$ cat src/rtl/tbk_pkg.sv
`timescale 1ns / 1ps

package tbk_pkg;

  localparam int NUM_SLOTS   = 16;
  localparam int COUNT_WIDTH = 32;
  localparam int SLOT_W      = (NUM_SLOTS > 1) ? $clog2(NUM_SLOTS) : 1;
  localparam int SEL_W       = 4;
  localparam int CMP_W       = (SLOT_W > SEL_W) ? SLOT_W : SEL_W;

  typedef enum logic [1:0] {
    OP_TICK  = 2'd0,
    OP_ALLOC = 2'd1,
    OP_QUERY = 2'd2
  } op_t;

  typedef struct packed {
    logic                   tick;
    logic                   alloc;
    logic                   query;
    logic [COUNT_WIDTH-1:0] count;
    logic [SEL_W-1:0]       sel;
  } cmd_t;

  // found: a free slot seen at or below this point of the row
  typedef struct packed {
    logic                   found;
    logic [SLOT_W-1:0]      idx;
    logic [COUNT_WIDTH-1:0] rd;
  } chain_t;

endpackage

$ cat src/rtl/tbk_cell.sv
`timescale 1ns / 1ps

module tbk_cell (
  input  logic                      clk,
  input  logic                      rst_n,
  input  logic [tbk_pkg::SLOT_W-1:0] cell_id,
  input  tbk_pkg::cmd_t             cmd,
  input  tbk_pkg::chain_t           chain_in,
  output tbk_pkg::chain_t           chain_out
);
  import tbk_pkg::*;

  logic [COUNT_WIDTH-1:0] count_r, count_nxt;
  logic                   idle;
  logic                   grant;
  logic                   hit;

  assign idle  = (count_r == '0);
  assign grant = cmd.alloc && idle && !chain_in.found;
  assign hit   = cmd.query && (CMP_W'(cell_id) == CMP_W'(cmd.sel));

  always_comb begin
    count_nxt = count_r;
    priority if (cmd.tick && !idle) begin
      count_nxt = count_r - COUNT_WIDTH'(1);
    end else if (grant) begin
      count_nxt = cmd.count;
    end
  end

  always_ff @(posedge clk) begin
    if (!rst_n) begin
      count_r <= '0;
    end else begin
      count_r <= count_nxt;
    end
  end

  always_comb begin
    chain_out.found = chain_in.found | idle;
    chain_out.idx   = chain_in.idx | (grant ? cell_id : '0);
    chain_out.rd    = chain_in.rd | (hit ? count_r : '0);
  end

endmodule

$ cat src/rtl/countdown_timer_bank.sv
`timescale 1ns / 1ps
// channel | dir | beat carries
// in_     | in  | tuser: op; tdata: count, slot_sel
// out_    | out | tdata: slot_index, alloc_fail, running, remaining
//
// One beat per cycle while in_tready is high; a result appears in the cycle after its input beat.
// Each slot is one cell of a row; first-free grant and query read ripple along the row.
// Reset clears all slots and the result valid flag.
// in_tready falls only while a held result is not taken.

module countdown_timer_bank (
  input  logic        clk,
  input  logic        rst_n,
  input  logic        in_tvalid,
  output logic        in_tready,
  input  logic [1:0]  in_tuser,   // [1:0] op
  input  logic [39:0] in_tdata,   // [31:0] count, [35:32] slot_sel, rest zero
  output logic        out_tvalid,
  input  logic        out_tready,
  output logic [39:0] out_tdata   // [3:0] slot_index, [4] alloc_fail, [5] running,
                                  // [37:6] remaining, rest zero
);
  import tbk_pkg::*;

  op_t         op;
  logic        acc;
  cmd_t        cmd;
  chain_t      chain [NUM_SLOTS+1];
  logic        out_valid_r, out_valid_nxt;
  logic [39:0] out_data_r, out_data_nxt;

  assign in_tready = !out_valid_r || out_tready;
  assign acc       = in_tvalid && in_tready;
  assign op        = op_t'(in_tuser);

  always_comb begin
    cmd.tick  = acc && (op == OP_TICK);
    cmd.alloc = acc && (op == OP_ALLOC);
    cmd.query = acc && (op == OP_QUERY);
    cmd.count = COUNT_WIDTH'(in_tdata[31:0]);
    cmd.sel   = in_tdata[35:32];
  end

  assign chain[0] = '0;

  for (genvar k = 0; k < NUM_SLOTS; k++) begin : g_cell
    tbk_cell u_cell (
      .clk      (clk),
      .rst_n    (rst_n),
      .cell_id  (SLOT_W'(k)),
      .cmd      (cmd),
      .chain_in (chain[k]),
      .chain_out(chain[k+1])
    );
  end

  always_comb begin
    out_valid_nxt = out_valid_r;
    out_data_nxt  = out_data_r;
    if (cmd.alloc) begin
      out_valid_nxt = 1'b1;
      out_data_nxt  = {35'd0, !chain[NUM_SLOTS].found, 4'(chain[NUM_SLOTS].idx)};
    end else if (cmd.query) begin
      out_valid_nxt = 1'b1;
      out_data_nxt  = {2'd0, 32'(chain[NUM_SLOTS].rd), (chain[NUM_SLOTS].rd != '0),
                       1'b0, cmd.sel};
    end else if (out_tready) begin
      out_valid_nxt = 1'b0;
    end
  end

  always_ff @(posedge clk) begin
    if (!rst_n) begin
      out_valid_r <= 1'b0;
    end else begin
      out_valid_r <= out_valid_nxt;
    end
  end

  always_ff @(posedge clk) begin
    out_data_r <= out_data_nxt;
  end

  assign out_tvalid = out_valid_r;
  assign out_tdata  = out_data_r;

endmodule

$ cat config.mk
export PLATFORM = sky130hd
export DESIGN_NAME = countdown_timer_bank
export DESIGN_NICKNAME = d
export VERILOG_FILES = /design/src/rtl/tbk_pkg.sv /design/src/rtl/tbk_cell.sv /design/src/rtl/countdown_timer_bank.sv
export SDC_FILE = /design/constraint.sdc
export NUM_CORES = 2
export LEC_CHECK = 0
export BUFFER_PORTS_ARGS = -buffer_cell sky130_fd_sc_hd__buf_2
export CORE_UTILIZATION = 35
export CTS_CLUSTER_DIAMETER = 100
export CTS_CLUSTER_SIZE = 14
export DETAILED_ROUTE_END_ITERATION = 6
export GPL_TIMING_DRIVEN = 0
export MAX_ROUTING_LAYER = met4
export PLACE_DENSITY_LB_ADDON = 0.05
export SLEW_MARGIN = 0
export SYNTH_ARGS = -nofsm -noshare
export SYNTH_HDL_FRONTEND = slang
export SYNTH_SLANG_ARGS = --single-unit
$ cat constraint.sdc
create_clock -name clk -period 5.39 [get_ports clk]
set_clock_uncertainty 0.15 [all_clocks]
set_input_delay 1.078 -clock clk [delete_from_list [all_inputs] [get_ports clk]]
set_output_delay 1.078 -clock clk [all_outputs]
set_load 0.05 [all_outputs]
==> impl_results.md <==
- IO Count: 88
- Sequential area share after synthesis: 34.0%
- Type of origin of the critical path: input port
- Fin area: 0.0366 mm2
- Synthesized instance count: 4,282
- Crit path max fanout: 10
- Synth Area in Adders: 1.23%
- Asr flop ratio synth: 0%
- Minimum clock period: 5810 ps
- Htree depth: 2
- Final setup vio count: 4
- MaxCap Viol Count: 12
- Routability congestion estimate: 1.14
- Tightest Pin Transition: 1610 ps
- Crit path kind: in2reg
- Violated checks: DRC, capacitance limit, slew limit, setup timing
- DR pass1 iterations: 7
- Total number of yosys warnings: 0
- Initial antenna violation count: 58
- Max Transition Viols Final: 91
- FILL cells: 9,793
- Synth Area in Compound Gates: 20.5%
- Critical path required time: 5820 ps
- Maximum operating frequency: 0.172 GHz
- Avg Vias per Cell: 6.95
- Initial DRC count: 7,260
- Post-synth EDFFs: 5
- Placed Area: 0.0349 mm2
- Die Y: 307 um
- Dominant cell type by area after synthesis: dfxtp_1
- Longest Clk Path Bufs: 3
- Static leakage: 0.0131 uW
- Routed WL: 264,000 um
- PwrDens: 885 mW/mm2
- X dimension of the die: 307 um
- Worst skew pair latency: 700 ps
- Hold_buf cts: 0
- Clock Tree Root: clkbuf_16
- Reg power frac: 30.6%
- Distinct cells, synth: 93
- Fin Setup TNS: -662 ps
- Top-area cell type share of the netlist area: 33.6%
- Row cnt: 111
- WP data arrival: 6240 ps
- Routed wl met3: 35,100 um
- P_int: 13,600 uW
- DR vias: 39,900
- Largest net degree at the start of global routing: 16
- XOR/XNOR share of the synthesized area: 8.15%
- Main flop type after synthesis: dfxtp_1
- Worst relative slew slack: -7.19%
- Routed length per instance: 46.0 um
- Top sig layer: met4
- Status: complete, but fails checks
- Met1 WL: 97,600 um
- Final Power: 32,400 uW
- Critical path endpoint category: register
- Clock Sinks: 551
- Peak VDD IR: 0.000593 V
- Total track usage: 56.3%
- Core area: 0.0919 mm2
- Post-DRT Antenna Nets: 0
- Vias in the first global route: 34,400
- Die area: 0.0943 mm2
- I/O Buffers: 65
- Metal2 WL: 103,000 um
- Comb pwr share: 58.8%
- Mux share of post-synthesis cell area: 3.39%
- GRT Residual Overflow: 0
- Final cycle utilization of the critical path: 108%
- R2R cell count: 12
- Fin nets: 4,499
- Switching share of power: 57.9%
- Cts bufs inserted: 46
- Synth Register Bits: 551
- Mapped Avg Cell Area: 7.60 um2
- Clock network fraction of total power: 10.6%
- # DRC: 5
- Initial Util: 35.4%
- Post-Syn Area: 0.0326 mm2
- Synth Area in Simple Gates: 28.6%
- Fin util: 39.8%
- CTS tree: built
- Hold Crit Class: reg2reg
- Reg clk slew, reported paths: 70 ps
- First-pass GRT wire length: 338,000 um
- Main combinational cell family by area after synthesis: simple AND/OR/NAND/NOR gates
- Top cells by area, synth: dfxtp_1 34%, a21oi_1 7.3%, nand2_1 6.3%
- Final hold viol count: 0
- Syn-to-layout area delta: 12.3%
- PnR worst setup slack: -416 ps
- Fraction of final layout cells with drive strength greater than 1: 7.86%
- Hpwl dp: 204,000 um
- P_sw: 18,700 uW
- Hold path cells: 2
- Commonest cells in the netlist: 546 x dfxtp_1, 546 x nand2_1, 478 x a21oi_1
==> critical path, cell delays in order <==
cell and delay (ps):
buf_2 240, buf_1 910, clkbuf_2 750, buf_1 1080
a211oi_1 180, a221oi_1 580, and4_1 660, nand4_1 270
nor2_1 170, nand4_1 100, o211a_1 170
==> metal layers <==
| layer | GRT usage (%) | up-vias |
|---|---|---|
| met5 | - | - |
| met4 | 49.8 | 0 |
| met3 | 20.5 | 1034 |
| met2 | 74.7 | 3455 |
| met1 | 65.9 | 19400 |
| li1 | - | 16000 |
==> path summary, 6_finish.rpt <==
kind / start / end / slack, ps
worst max-delay path: in_tdata[32] / out_tdata[5] / -420
worst min-delay path: out_tdata[7] / out_tdata[7] / 290
worst max register to register: g_cell[4].u_cell.count_r[25] / out_tdata[1] / -150
worst min register to register: out_tdata[7] / out_tdata[7] / 290
==> cell families after synthesis <==
logic type      after synthesis
compound gates             1057
xor+xnor                    303
fa+ha+maj                    32
buf+inv                     354
flops                       551
mux                          95
other cells                   1
simple gates               1889
==> flip-flops by register name (all words and copies together) (netlist names) <==
name and count:
out_tvalid 1, out_tdata 38, g_cell.u_cell.count_r 512
==> power by group through the flow <==
stage	Sequential [uW]	Combinational (uW)	Clock (uW)
final	9900	19000	3430
after global routing	9720	20300	3540
after detailed placement	9450	17800	0
after global placement	9570	17900	0
after floorplan	7500	12500	0
after CTS	9380	17900	3380
==> through the flow <==
stage / hold slack [ps] / setup WS (ps) / instances
2_1_floorplan: 295 / 1510 / 4283
3_3_place_gp: 273 / -2950 / 5591
3_5_place_dp: 280 / -2190 / 5613
4_1_cts: 291 / -148 / 5671
5_1_grt: 308 / -56.3 / 5712
6_report: 289 / -416 / 5739
==> cell usage in the layout (no fill, tap or decap), drive strengths merged, types with 74 or more instances in the layout <==
| cell | n |
|---|---|
| buf | 120 |
| o21ai | 145 |
| nor4 | 179 |
| dfxtp | 546 |
| nor3 | 218 |
| or4 | 74 |
| xor2 | 120 |
| clkbuf | 298 |
| nor2 | 463 |
| xnor2 | 183 |
| a21oi | 478 |
| nand3 | 95 |
| nand2 | 547 |
==> layout make-up <==
class | count | area (um2) | share of cell area (%)
clock inverters | 3 | 50.0 | 0.137
inverters | 70 | 263 | 0.718
repair buffers | 90 | 677 | 1.85
flip-flops and latches | 551 | 11100 | 30.3
multi-input cells | 3378 | 20300 | 55.5
plain buffers | 284 | 1230 | 3.37
well taps | 1243 | 1560 | 4.25
diodes | 68 | 170 | 0.465
clock buffers | 52 | 1250 | 3.41
==> what timing repair did <==
| action | in CTS | in global routing |
|---|---|---|
| pin swaps | 0 | 1 |
| setup endpoints to repair | 90 | 45 |
| resized for setup | 35 | 29 |
| setup buffers | 3 | 0 |
No activity file was read; power rests on OpenSTA's default activity.
